==> src/rtl/image_border_sample_address_macros.svh <==
// Assertion macros used by the image border sample address top level.
`ifndef IMAGE_BORDER_SAMPLE_ADDRESS_MACROS_SVH
`define IMAGE_BORDER_SAMPLE_ADDRESS_MACROS_SVH

// Same-cycle implication, disabled while reset is asserted.
`define IBSA_ASSERT_IMP(lbl, clk, rst_n, ante, cons) \
    lbl: assert property (@(posedge clk) disable iff (!rst_n) (ante) |-> (cons)) \
        else $error("ibsa: same-cycle property violated");

// Next-cycle implication, disabled while reset is asserted.
`define IBSA_ASSERT_NXT(lbl, clk, rst_n, ante, cons) \
    lbl: assert property (@(posedge clk) disable iff (!rst_n) (ante) |=> (cons)) \
        else $error("ibsa: next-cycle property violated");

`endif

==> src/rtl/ibsa_pkg.sv <==
// Shared constants and types of the image border sample address block.
`timescale 1ns / 1ps
`default_nettype none

package ibsa_pkg;

    // Field widths
    localparam int COORD_W    = 16;
    localparam int CHAN_W     = 4;
    localparam int SIZE_W     = 13;
    localparam int CNT_W      = 3;
    localparam int OUTC_W     = 2;
    localparam int ADDR_W     = 26;

    // Port widths
    localparam int IN_TDATA_W  = 40;
    localparam int OUT_TDATA_W = 32;
    localparam int CFG_IDX_W   = 2;
    localparam int CFG_DATA_W  = 13;

    // Default size limits
    localparam int DEF_MAX_WIDTH    = 4096;
    localparam int DEF_MAX_HEIGHT   = 4096;
    localparam int DEF_MAX_CHANNELS = 4;

    // Fold pipeline: one compare/subtract per magnitude bit below the top
    localparam int FOLD_STEPS           = COORD_W - 1;
    localparam int FOLD_STEPS_PER_STAGE = 4;
    localparam int FOLD_STAGES          =
        (FOLD_STEPS + FOLD_STEPS_PER_STAGE - 1) / FOLD_STEPS_PER_STAGE;

    // Address arithmetic stages
    localparam int ADDR_STAGES = 3;

    typedef enum logic [2:0] {
        MODE_ZERO    = 3'd0,
        MODE_NEAREST = 3'd1,
        MODE_REFLECT = 3'd2,
        MODE_NAN     = 3'd3,
        MODE_FAULT   = 3'd4
    } t_mode;

    typedef enum logic [OUTC_W-1:0] {
        OUT_READ  = 2'd0,
        OUT_ZERO  = 2'd1,
        OUT_NAN   = 2'd2,
        OUT_FAULT = 2'd3
    } t_outcome;

    typedef enum logic [CFG_IDX_W-1:0] {
        CFG_MODE     = 2'd0,
        CFG_WIDTH    = 2'd1,
        CFG_HEIGHT   = 2'd2,
        CFG_CHANNELS = 2'd3
    } t_cfg_idx;

endpackage

`default_nettype wire

==> src/rtl/ibsa_fold.sv <==
// Pipelined reflect fold of one signed coordinate into 0..size-1.
`timescale 1ns / 1ps
`default_nettype none

module ibsa_fold import ibsa_pkg::*; #(
    parameter int DIM_W = 13
) (
    input  logic                   i_clk,
    input  logic [FOLD_STAGES-1:0] i_en,
    input  logic [COORD_W-1:0]     i_coord,
    input  logic [DIM_W-1:0]       i_size,
    output logic [COORD_W-1:0]     o_coord,
    output logic [DIM_W-1:0]       o_fold
);

    localparam int PER_W = DIM_W + 1;
    localparam int CMP_W = COORD_W + DIM_W + 1;
    localparam int LAST  = FOLD_STAGES - 1;

    logic [PER_W-1:0]   period;
    logic [COORD_W-1:0] n_rem [FOLD_STAGES];
    logic [COORD_W-1:0] r_rem [FOLD_STAGES];
    logic               r_neg [FOLD_STAGES];
    logic [COORD_W-1:0] r_raw [FOLD_STAGES];

    assign period = {i_size, 1'b0};

    // Restoring reduction of |n| modulo 2p, a few shifted periods per stage
    always_comb begin
        logic [COORD_W-1:0] rem;
        int                 k;
        for (int s = 0; s < FOLD_STAGES; s++) begin
            if (s == 0) begin
                rem = i_coord[COORD_W-1] ? (~i_coord + 1'b1) : i_coord;
            end else begin
                rem = r_rem[s-1];
            end
            for (int t = 0; t < FOLD_STEPS_PER_STAGE; t++) begin
                k = FOLD_STEPS - 1 - s * FOLD_STEPS_PER_STAGE - t;
                if (k >= 0) begin
                    if (CMP_W'(rem) >= (CMP_W'(period) << k)) begin
                        rem = rem - COORD_W'(CMP_W'(period) << k);
                    end
                end
            end
            n_rem[s] = rem;
        end
    end

    // Stage registers
    always_ff @(posedge i_clk) begin
        if (i_en[0]) begin
            r_rem[0] <= n_rem[0];
            r_neg[0] <= i_coord[COORD_W-1];
            r_raw[0] <= i_coord;
        end
    end

    for (genvar s = 1; s < FOLD_STAGES; s++) begin : g_stage
        always_ff @(posedge i_clk) begin
            if (i_en[s]) begin
                r_rem[s] <= n_rem[s];
                r_neg[s] <= r_neg[s-1];
                r_raw[s] <= r_raw[s-1];
            end
        end
    end

    // Sign fix, then mirror the upper half of the period
    always_comb begin
        logic [PER_W-1:0] r;
        r = PER_W'(r_rem[LAST]);
        if (r_neg[LAST] && (r != '0)) begin
            r = period - r;
        end
        if (r == PER_W'(i_size)) begin
            r = r - 1'b1;
        end else if (r > PER_W'(i_size)) begin
            r = period - r;
        end
        o_fold = DIM_W'(r);
    end

    assign o_coord = r_raw[LAST];

endmodule

`default_nettype wire

==> src/rtl/ibsa_addr.sv <==
// Address arithmetic stages: (col + row*width)*channels + channel.
`timescale 1ns / 1ps
`default_nettype none

module ibsa_addr import ibsa_pkg::*; #(
    parameter int COL_W = 13,
    parameter int ROW_W = 13
) (
    input  logic                   i_clk,
    input  logic [ADDR_STAGES-1:0] i_en,
    input  logic [COL_W-1:0]       i_col,
    input  logic [ROW_W-1:0]       i_row,
    input  logic [CNT_W-1:0]       i_chan,
    input  t_outcome               i_outcome,
    input  logic [COL_W-1:0]       i_width,
    input  logic [CNT_W-1:0]       i_count,
    output t_outcome               o_outcome,
    output logic [ADDR_W-1:0]      o_addr
);

    localparam int PROD_W = COL_W + ROW_W;

    logic [PROD_W-1:0] r1_jw;
    logic [COL_W-1:0]  r1_col;
    logic [CNT_W-1:0]  r1_chan;
    t_outcome          r1_out;

    logic [ADDR_W-1:0] n_pix;
    logic [ADDR_W-1:0] r2_word;
    logic [CNT_W-1:0]  r2_chan;
    t_outcome          r2_out;

    logic [ADDR_W-1:0] r3_addr;
    t_outcome          r3_out;

    // Stage 1: row times width
    always_ff @(posedge i_clk) begin
        if (i_en[0]) begin
            r1_jw   <= PROD_W'(i_row) * PROD_W'(i_width);
            r1_col  <= i_col;
            r1_chan <= i_chan;
            r1_out  <= i_outcome;
        end
    end

    // Stage 2: pixel index times channel count, modulo the address range
    assign n_pix = ADDR_W'(r1_col) + ADDR_W'(r1_jw);

    always_ff @(posedge i_clk) begin
        if (i_en[1]) begin
            r2_word <= n_pix * ADDR_W'(i_count);
            r2_chan <= r1_chan;
            r2_out  <= r1_out;
        end
    end

    // Stage 3: add channel, zero the address unless memory is read
    always_ff @(posedge i_clk) begin
        if (i_en[2]) begin
            r3_addr <= (r2_out == OUT_READ) ? (r2_word + ADDR_W'(r2_chan)) : '0;
            r3_out  <= r2_out;
        end
    end

    assign o_outcome = r3_out;
    assign o_addr    = r3_addr;

endmodule

`default_nettype wire

==> src/rtl/image_border_sample_address.sv <==
// Path: input register, fold stages, classify register, address stages, then the master side.
// Throughput: one request per cycle while the master side accepts results; the
// fold pipeline of two lanes and the two multiplier stages each take a new item every cycle when not stalled.
// Stalls back up stage by stage, so empty stages still fill while output waits.
// Reset clears all valid bits and sets mode zero fill, sizes one; no memories.
`timescale 1ns / 1ps
`default_nettype none
`include "image_border_sample_address_macros.svh"

module image_border_sample_address import ibsa_pkg::*; #(
    parameter int MAX_WIDTH    = DEF_MAX_WIDTH,
    parameter int MAX_HEIGHT   = DEF_MAX_HEIGHT,
    parameter int MAX_CHANNELS = DEF_MAX_CHANNELS
) (
    input  logic                   i_clk,
    input  logic                   i_rst_n,
    // request stream
    input  logic                   i_s_tvalid,
    output logic                   o_s_tready,
    input  logic [IN_TDATA_W-1:0]  i_s_tdata,   // column[15:0], row[31:16], channel[35:32]
    // result stream
    output logic                   o_m_tvalid,
    input  logic                   i_m_tready,
    output logic [OUT_TDATA_W-1:0] o_m_tdata,   // address[25:0]
    output logic [OUTC_W-1:0]      o_m_tuser,   // outcome[1:0]
    // configuration writes
    input  logic                   i_cfg_valid,
    output logic                   o_cfg_ready,
    input  logic [CFG_IDX_W-1:0]   i_cfg_index,
    input  logic [CFG_DATA_W-1:0]  i_cfg_data
);

    localparam int WW    = $clog2(MAX_WIDTH + 1);
    localparam int HW    = $clog2(MAX_HEIGHT + 1);
    localparam int S_CLS = FOLD_STAGES + 1;
    localparam int NST   = S_CLS + 1 + ADDR_STAGES;
    localparam int CCW   = COORD_W + WW;
    localparam int CCH   = COORD_W + HW;

    // configuration
    t_mode             r_mode;
    logic [SIZE_W-1:0] r_width;
    logic [SIZE_W-1:0] r_height;
    logic [CNT_W-1:0]  r_count;
    logic [WW-1:0]     w_lim;
    logic [HW-1:0]     h_lim;
    logic [CNT_W-1:0]  pd_lim;

    // pipeline control
    logic [NST-1:0] r_vld;
    logic [NST-1:0] n_vld;
    logic [NST-1:0] stage_en;

    // input stage
    logic [COORD_W-1:0] r_col;
    logic [COORD_W-1:0] r_row;
    logic [CHAN_W-1:0]  r_chan;
    logic [CHAN_W-1:0]  r_chan_d [FOLD_STAGES];

    // fold lane outputs
    logic [COORD_W-1:0] col_raw;
    logic [COORD_W-1:0] row_raw;
    logic [WW-1:0]      col_fold;
    logic [HW-1:0]      row_fold;

    // classify stage
    logic               col_in;
    logic               row_in;
    logic               chan_in;
    logic [WW-1:0]      col_clamp;
    logic [HW-1:0]      row_clamp;
    logic [CNT_W-1:0]   chan_clamp;
    logic [CHAN_W-1:0]  chan_raw;
    logic [WW-1:0]      n_cls_col;
    logic [HW-1:0]      n_cls_row;
    logic [CNT_W-1:0]   n_cls_chan;
    t_outcome           n_cls_out;
    logic [WW-1:0]      r_cls_col;
    logic [HW-1:0]      r_cls_row;
    logic [CNT_W-1:0]   r_cls_chan;
    t_outcome           r_cls_out;

    // address stage outputs
    t_outcome           addr_out;
    logic [ADDR_W-1:0]  addr_val;

    // Configuration register writes
    assign o_cfg_ready = 1'b1;

    always_ff @(posedge i_clk) begin
        if (!i_rst_n) begin
            r_mode   <= MODE_ZERO;
            r_width  <= SIZE_W'(1);
            r_height <= SIZE_W'(1);
            r_count  <= CNT_W'(1);
        end else if (i_cfg_valid) begin
            case (t_cfg_idx'(i_cfg_index))
                CFG_MODE:     r_mode   <= t_mode'(i_cfg_data[2:0]);
                CFG_WIDTH:    r_width  <= i_cfg_data[SIZE_W-1:0];
                CFG_HEIGHT:   r_height <= i_cfg_data[SIZE_W-1:0];
                CFG_CHANNELS: r_count  <= i_cfg_data[CNT_W-1:0];
                default: ;
            endcase
        end
    end

    // Size limits: zero reads as one, oversize reads as the maximum
    always_comb begin
        if (r_width == '0) begin
            w_lim = WW'(1);
        end else if (32'(r_width) > 32'(MAX_WIDTH)) begin
            w_lim = WW'(MAX_WIDTH);
        end else begin
            w_lim = WW'(r_width);
        end
        if (r_height == '0) begin
            h_lim = HW'(1);
        end else if (32'(r_height) > 32'(MAX_HEIGHT)) begin
            h_lim = HW'(MAX_HEIGHT);
        end else begin
            h_lim = HW'(r_height);
        end
        if (r_count == '0) begin
            pd_lim = CNT_W'(1);
        end else if (32'(r_count) > 32'(MAX_CHANNELS)) begin
            pd_lim = CNT_W'(MAX_CHANNELS);
        end else begin
            pd_lim = r_count;
        end
    end

    // Stall chain: a stage moves when it is empty or its successor moves
    always_comb begin
        stage_en[NST-1] = !r_vld[NST-1] || i_m_tready;
        for (int k = NST - 2; k >= 0; k--) begin
            stage_en[k] = !r_vld[k] || stage_en[k+1];
        end
    end

    assign n_vld = {r_vld[NST-2:0], i_s_tvalid};

    always_ff @(posedge i_clk) begin
        if (!i_rst_n) begin
            r_vld <= '0;
        end else begin
            for (int k = 0; k < NST; k++) begin
                if (stage_en[k]) begin
                    r_vld[k] <= n_vld[k];
                end
            end
        end
    end

    assign o_s_tready = stage_en[0];

    // Input register
    always_ff @(posedge i_clk) begin
        if (stage_en[0]) begin
            r_col  <= i_s_tdata[15:0];
            r_row  <= i_s_tdata[31:16];
            r_chan <= i_s_tdata[35:32];
        end
    end

    // Reflect fold lanes, channel rides alongside
    ibsa_fold #(.DIM_W(WW)) u_fold_col (
        .i_clk   (i_clk),
        .i_en    (stage_en[FOLD_STAGES:1]),
        .i_coord (r_col),
        .i_size  (w_lim),
        .o_coord (col_raw),
        .o_fold  (col_fold)
    );

    ibsa_fold #(.DIM_W(HW)) u_fold_row (
        .i_clk   (i_clk),
        .i_en    (stage_en[FOLD_STAGES:1]),
        .i_coord (r_row),
        .i_size  (h_lim),
        .o_coord (row_raw),
        .o_fold  (row_fold)
    );

    always_ff @(posedge i_clk) begin
        if (stage_en[1]) begin
            r_chan_d[0] <= r_chan;
        end
    end

    for (genvar s = 1; s < FOLD_STAGES; s++) begin : g_chan_dly
        always_ff @(posedge i_clk) begin
            if (stage_en[s+1]) begin
                r_chan_d[s] <= r_chan_d[s-1];
            end
        end
    end

    assign chan_raw = r_chan_d[FOLD_STAGES-1];

    // Range checks and clamps
    assign col_in  = !col_raw[COORD_W-1] &&
                     (CCW'(col_raw[COORD_W-2:0]) < CCW'(w_lim));
    assign row_in  = !row_raw[COORD_W-1] &&
                     (CCH'(row_raw[COORD_W-2:0]) < CCH'(h_lim));
    assign chan_in = !chan_raw[CHAN_W-1] &&
                     (CNT_W'(chan_raw[CHAN_W-2:0]) < pd_lim);

    assign col_clamp  = col_raw[COORD_W-1] ? '0 :
                        (col_in ? WW'(col_raw[COORD_W-2:0]) : (w_lim - 1'b1));
    assign row_clamp  = row_raw[COORD_W-1] ? '0 :
                        (row_in ? HW'(row_raw[COORD_W-2:0]) : (h_lim - 1'b1));
    assign chan_clamp = chan_raw[CHAN_W-1] ? '0 :
                        (chan_in ? CNT_W'(chan_raw[CHAN_W-2:0]) : (pd_lim - 1'b1));

    // Border mode selection
    always_comb begin
        n_cls_col  = WW'(col_raw[COORD_W-2:0]);
        n_cls_row  = HW'(row_raw[COORD_W-2:0]);
        n_cls_chan = CNT_W'(chan_raw[CHAN_W-2:0]);
        n_cls_out  = OUT_READ;
        case (r_mode)
            MODE_NEAREST: begin
                n_cls_col  = col_clamp;
                n_cls_row  = row_clamp;
                n_cls_chan = chan_clamp;
            end
            MODE_REFLECT: begin
                n_cls_col = col_fold;
                n_cls_row = row_fold;
                if (!chan_in) begin
                    n_cls_out = OUT_FAULT;
                end
            end
            default: begin
                if (!(col_in && row_in && chan_in)) begin
                    if (r_mode == MODE_ZERO) begin
                        n_cls_out = OUT_ZERO;
                    end else if (r_mode == MODE_NAN) begin
                        n_cls_out = OUT_NAN;
                    end else begin
                        n_cls_out = OUT_FAULT;
                    end
                end
            end
        endcase
    end

    always_ff @(posedge i_clk) begin
        if (stage_en[S_CLS]) begin
            r_cls_col  <= n_cls_col;
            r_cls_row  <= n_cls_row;
            r_cls_chan <= n_cls_chan;
            r_cls_out  <= n_cls_out;
        end
    end

    // Address arithmetic
    ibsa_addr #(.COL_W(WW), .ROW_W(HW)) u_addr (
        .i_clk     (i_clk),
        .i_en      (stage_en[NST-1:S_CLS+1]),
        .i_col     (r_cls_col),
        .i_row     (r_cls_row),
        .i_chan    (r_cls_chan),
        .i_outcome (r_cls_out),
        .i_width   (w_lim),
        .i_count   (pd_lim),
        .o_outcome (addr_out),
        .o_addr    (addr_val)
    );

    assign o_m_tvalid = r_vld[NST-1];
    assign o_m_tdata  = OUT_TDATA_W'(addr_val);
    assign o_m_tuser  = addr_out;

    // Checks
    `IBSA_ASSERT_IMP(a_addr_zero, i_clk, i_rst_n, o_m_tvalid && (o_m_tuser != OUT_READ), o_m_tdata == '0)
    `IBSA_ASSERT_IMP(a_full_when_blocked, i_clk, i_rst_n, !o_s_tready, &r_vld)
    `IBSA_ASSERT_NXT(a_accept_lands, i_clk, i_rst_n, i_s_tvalid && o_s_tready, r_vld[0])

endmodule

`default_nettype wire

==> config.mk <==
export PLATFORM = sky130hd
export DESIGN_NAME = image_border_sample_address
export DESIGN_NICKNAME = d
export VERILOG_FILES = /design/src/rtl/ibsa_pkg.sv /design/src/rtl/ibsa_fold.sv /design/src/rtl/ibsa_addr.sv /design/src/rtl/image_border_sample_address.sv
export VERILOG_INCLUDE_DIRS = /design/src /design/src/rtl
export SDC_FILE = /design/constraint.sdc
export NUM_CORES = 2
export LEC_CHECK = 0
export ABC_AREA = 1
export CORE_UTILIZATION = 50
export DETAILED_ROUTE_END_ITERATION = 8
export DONT_BUFFER_PORTS = 1
export PLACE_DENSITY = 0.71
export SLEW_MARGIN = 20
export SYNTH_ARGS = -nofsm -noshare
export SYNTH_HDL_FRONTEND = slang
export SYNTH_SLANG_ARGS = --single-unit
export TNS_END_PERCENT = 100
==> constraint.sdc <==
create_clock -name i_clk -period 22.2 [get_ports i_clk]
set_clock_uncertainty 0.2 [all_clocks]
set_input_delay 1.11 -clock i_clk [delete_from_list [all_inputs] [get_ports i_clk]]
set_output_delay 1.11 -clock i_clk [all_outputs]
set_load 0.03 [all_outputs]
* Word-level counts from Yosys, hierarchy flattened
Memory sizes are Yosys's and may differ from the RTL's. Cells that the tools add are included.
Word-level totals: bits in writable memories 280, flip-flop bits (word level) 211, logic and storage cells 235, input bits 60, output and inout port bits 37, memories kept 7
Memory list:
- u_fold_col.r_raw | depth 4, bits a word 16, read ports 4, clocked after memory_dff 0, write ports 4, RTL line ibsa_fold.sv:24 | logic [COORD_W-1:0] r_raw [FOLD_STAGES];
- u_fold_col.r_rem | depth 4, bits a word 16, read ports 4, clocked after memory_dff 0, write ports 4, RTL line ibsa_fold.sv:22 | logic [COORD_W-1:0] r_rem [FOLD_STAGES];
- u_fold_row.r_raw | depth 4, bits a word 16, read ports 4, clocked after memory_dff 0, write ports 4, RTL line ibsa_fold.sv:24
- u_fold_row.r_rem | depth 4, bits a word 16, read ports 4, clocked after memory_dff 0, write ports 4, RTL line ibsa_fold.sv:22
- r_chan_d | depth 4, bits a word 4, read ports 4, clocked after memory_dff 0, write ports 4, RTL line image_border_sample_address.sv:58 | logic [CHAN_W-1:0] r_chan_d [FOLD_STAGES];
- u_fold_col.r_neg | depth 4, bits a word 1, read ports 4, clocked after memory_dff 0, write ports 4, RTL line ibsa_fold.sv:23 | logic r_neg [FOLD_STAGES];
- 1 more memories
Cells by class: eq/ne operators 8, bitwise operators 2, order comparisons 38, add/subtract/negate cells 43, multipliers 2, reduce and logical (&&, ||, !) cells 40, multiplexer cells 66
Operator list (number):
- $mux W16 | 32
- $sub A16 B16 Y16 | 26
- $mux W13 | 12
- $ge A16 B28 Y1 | 2
- $ge A16 B27 Y1 | 2
- $ge A16 B26 Y1 | 2
- $pmux W13 S2 | 2
- $sub A13 B1 Y13 const B | 4
- $ge A16 B25 Y1 | 2
- $ge A16 B24 Y1 | 2
- $ge A16 B23 Y1 | 2
- $ge A16 B22 Y1 | 2
- $ge A16 B21 Y1 | 2
- $ge A16 B20 Y1 | 2
- $ge A16 B19 Y1 | 2
- $ge A16 B18 Y1 | 2
- $ge A16 B17 Y1 | 2
- $add A16 B1 Y16 const B | 2
- $ge A16 B14 Y1 | 2
- $ge A16 B15 Y1 | 2
- $ge A16 B16 Y1 | 2
- $not A16 Y16 | 2
- $sub A16 B14 Y16 | 2
- $sub A16 B15 Y16 | 2
- other kinds (30) | 85

* Longest topological paths before layout
word-level depth 11, mapped depth 59, mapped depth without buffers 58

* Cells and area by module
From an unflattened synthesis, not the netlist that was laid out.
Second synthesis, totals: cell total of the unflattened synthesis 5927, area total of the unflattened synthesis 46151.8 um^2
By module, submodules not included:
- ibsa_fold at u_fold_row | cells an instance 1818, seq. area each 3663.5 um^2, instances 1, area an instance 13476.7 um^2
- ibsa_fold at u_fold_col | cells an instance 1820, seq. area each 3663.5 um^2, instances 1, area an instance 13470.4 um^2
- ibsa_addr | cells an instance 1544, seq. area each 3093.0 um^2, instances 1, area an instance 12721.0 um^2
- image_border_sample_address | cells an instance 745, seq. area each 3313.2 um^2, instances 1, area an instance 6483.7 um^2

* Worst setup path before layout
No wires, ideal clock.
path kind in2out, start point in i_m_tready, end point out o_s_tready, data required time 20.890 ns, arrival time 9.765 ns, buffers on the path 0, path slack 11.125 ns, cell stages on the path 16, cell sequence nor2_1 inv_1 nor2_1 inv_1 nor2_1 inv_1 nor2_1 inv_1 nor2_1 inv_1 nor2_1 inv_1 nor2_1 inv_1 nor2_1 nand2_1
On the way: word-level cells in the longest chain between the ends 9
RTL lines:
- from (decl) | RTL line image_border_sample_address.sv:23 | input logic i_m_tready,
- $logic_or A1 B1 Y1 | RTL line image_border_sample_address.sv:134 | stage_en[NST-1] = !r_vld[NST-1] || i_m_tready;
- named net stage_en[8] | RTL line image_border_sample_address.sv:52 | logic [NST-1:0] stage_en;
- $logic_or A1 B1 Y1 | RTL line image_border_sample_address.sv:136 | stage_en[k] = !r_vld[k] || stage_en[k+1];
- named net stage_en[7] | RTL line image_border_sample_address.sv:52
- $logic_or A1 B1 Y1 | RTL line image_border_sample_address.sv:136
- named net stage_en[6] | RTL line image_border_sample_address.sv:52
- $logic_or A1 B1 Y1 | RTL line image_border_sample_address.sv:136
- named net stage_en[5] | RTL line image_border_sample_address.sv:52
- $logic_or A1 B1 Y1 | RTL line image_border_sample_address.sv:136
- named net stage_en[4] | RTL line image_border_sample_address.sv:52
- $logic_or A1 B1 Y1 | RTL line image_border_sample_address.sv:136
- named net stage_en[3] | RTL line image_border_sample_address.sv:52
- $logic_or A1 B1 Y1 | RTL line image_border_sample_address.sv:136
- named net stage_en[2] | RTL line image_border_sample_address.sv:52
- $logic_or A1 B1 Y1 (2 in series) | RTL line image_border_sample_address.sv:136
- to (decl) | RTL line image_border_sample_address.sv:19 | output logic o_s_tready,
The timed path passes the listed nets, and every way through them passes these cells.

==> metrics.txt <==
status=finished with violations; failing checks=DRC; fin crit period=roughly 9.8 ns; crit share post-route=0.441; total CTS buffers=54; PostCTS Resize Cnt=0; ys flop type=edfxtp_1; final wirelength=120000 um; critical path's largest stage delay=0.50 ns; RSZ-0062 raised after global routing=false; Post-synth EDFFs=430; Fin. Hold Viols=0; Layout area overhead=7.31%; Pre-antenna DRT Iters=8; cell taking the most area after synthesis=edfxtp_1; Post-synth ARST share=0; post-synthesis sequential area ratio=0.307; Max-slew headroom=0.277; Die W=301 um; hold crit path type=register to register; CTS Hold Buffers Added=0; crit path max fanout=26; port buffer count=0; Vias=38707; Final setup viols=0; GP Congestion=0.944; Starting DRT DRC Count=3429; CTS tree=done; layout cells sized above 1=0.0502; clk slew on worst S/H paths=0.06 ns; synth top area cells=edfxtp_1 29%, ha_1 13%, nand2_1 12%, fa_1 7.9%, inv_1 6.5%; commonest non-fill, non-tap cell in the layout=nand2_1; crit path kind=register to register; post-synth top area share=0.288; root buf cell=clkbuf_16; Max Clk Rate=102 MHz; Via density=approximately 5.6; HPWL Detailed=between 90000 and 100000 um; post-route cell area=between 40000 and 50000 um^2; vias in the first global route=~36000; M1 GR Usage=0.370; crit path capture type=register; global-route wire length before repair=191000 um; height of the die=301 um; grt total ovfl=0; critical path's slowest cell=o21ai_0; initial antenna violation count=3; largest net degree at the start of global routing=69; die area=90800 um^2; IO Pins=97; commonest non-fill, non-tap cells in the layout=1400 x nand2_1, 772 x inv_1, 463 x nor2_1, 453 x ha_1, 430 x edfxtp_1; yosys warns=0; Crit path required time=22.36 ns; Mean Syn Cell Area=7.83 um^2; core area=88500 um^2; Slew Limit Fails=0; Area after DPL=46100 um^2; Yosys reg bits=~470; DRC=12; Final WS setup=12.42 ns; met3 Use GR=0.0487; remaining antenna violation count after routing=0; clock sink count=471; grt peak-use layer=met2; crit start category=register; Buf+Inv Stages, Crit Path=6; Clock Path Buffers=3; Tot GR Track Use=0.265; cells after synthesis=5723; Unique masters post-synth=between 70 and 80; worst-margin pin slew=approximately 1.1 ns; Row Count=109; synthesized cell area=44800 um^2; H-tree levels=2; CP dominant cell by count=nand2_1; Clock Latency Late Sink=0.65 ns; Post-CTS Setup Bufs=0; met2 Use GR=0.415; Max Cap Violations=0; Worst Path Arrival=9.95 ns; DR WL/cell=17.3 um; total negative slack=0 ns; Layout Nets=6426; Crit path max-delay family=simple AND/OR/NAND/NOR gates; Initial Util=0.506; pre-CTS WS=roughly 13 ns
[final cells by class]
type                       count  area [um^2]
fill                        8118        40400
multi-input combinational   4350        27500
sequential                   471        13700
inverter                     813         3060
clock buffer                  68         1460
tap                         1165         1460
clock inverter                33          465
timing repair buffer          46          345
antenna                        1         2.50
[worst reg2reg max path: cells and delay by family, from the launching register on]
kind,cells,cell delay (ns)
adders and majority gates,4,1.30
AOI/OAI and AO/OA,12,2.63
and+or+nand+nor,24,3.47
buffers and inverters,6,1.42
DFF,1,0.47
[kinds of logic after synthesis]
| kind of cell | synth area share |
|---|---|
| adders and majority gates | 0.206 |
| AOI/OAI and AO/OA | 0.113 |
| buffers and inverters | 0.0790 |
| DFF | 0.307 |
| muxes | 0.000223 |
| other | 0.000168 |
| xor gates and xnor gates | 0.0487 |
| and+or+nand+nor | 0.246 |
[flip-flops by register name, indices dropped and copies added (netlist names), 16 cells and up]
name and count:
r_col 16, r_row 16, u_fold_col.r_raw 60, u_fold_col.r_rem 61
u_addr.r1_jw 26, r_chan_d 16, u_fold_row.r_rem 58, u_addr.r2_word 26
u_fold_row.r_raw 61, u_addr.o_addr 26
[cells in the mapped netlist (44+ instances only)]
master and number:
a21oi_1 350, inv_1 776, nor2_1 463, xnor2_1 80, o21ai_1 80, nand4_1 84
edfxtp_1 430, o21ai_0 244, clkbuf_1 44, xor2_1 169, nor3_1 82, nand3_1 372
fa_1 177, nand2_1 1401, ha_1 453
[path summary, 6_finish.rpt]
check,slack [ns],depth (start not counted),endpoint,start
worst min-delay path,0.20,0,u_fold_col.r_raw[3][14]$_DFFE_PP_,u_fold_col.r_raw[2][14]$_DFFE_PP_
worst max-delay path,12.42,46,u_fold_col.r_rem[2][9]$_DFFE_PP_,r_width[11]$_SDFFE_PN0P_
worst max register to register,12.42,46,u_fold_col.r_rem[2][9]$_DFFE_PP_,r_width[11]$_SDFFE_PN0P_
worst min register to register,0.20,0,u_fold_col.r_raw[3][14]$_DFFE_PP_,u_fold_col.r_raw[2][14]$_DFFE_PP_
[metrics by stage]
step | utilization | hold slack [ns] | cells
6_report | 0.543 | 0.203 | 6947
5_1_grt | 0.543 | 0.212 | 6947
4_1_cts | 0.543 | 0.202 | 6946
3_5_place_dp | 0.521 | 0.205 | 6845
3_3_place_gp | 0.521 | 0.201 | 6845
2_1_floorplan | - | 0.200 | 5728
[metal layers]
layer	vias up	share of wire
met5	-	0.00020
met4	4	0.031
met3	246	0.082
met2	1426	0.44
met1	17882	0.45
li1	19149	-
Power is not shown: default switching activity piles up to over one toggle a cycle in this logic, so the estimate is an artifact.
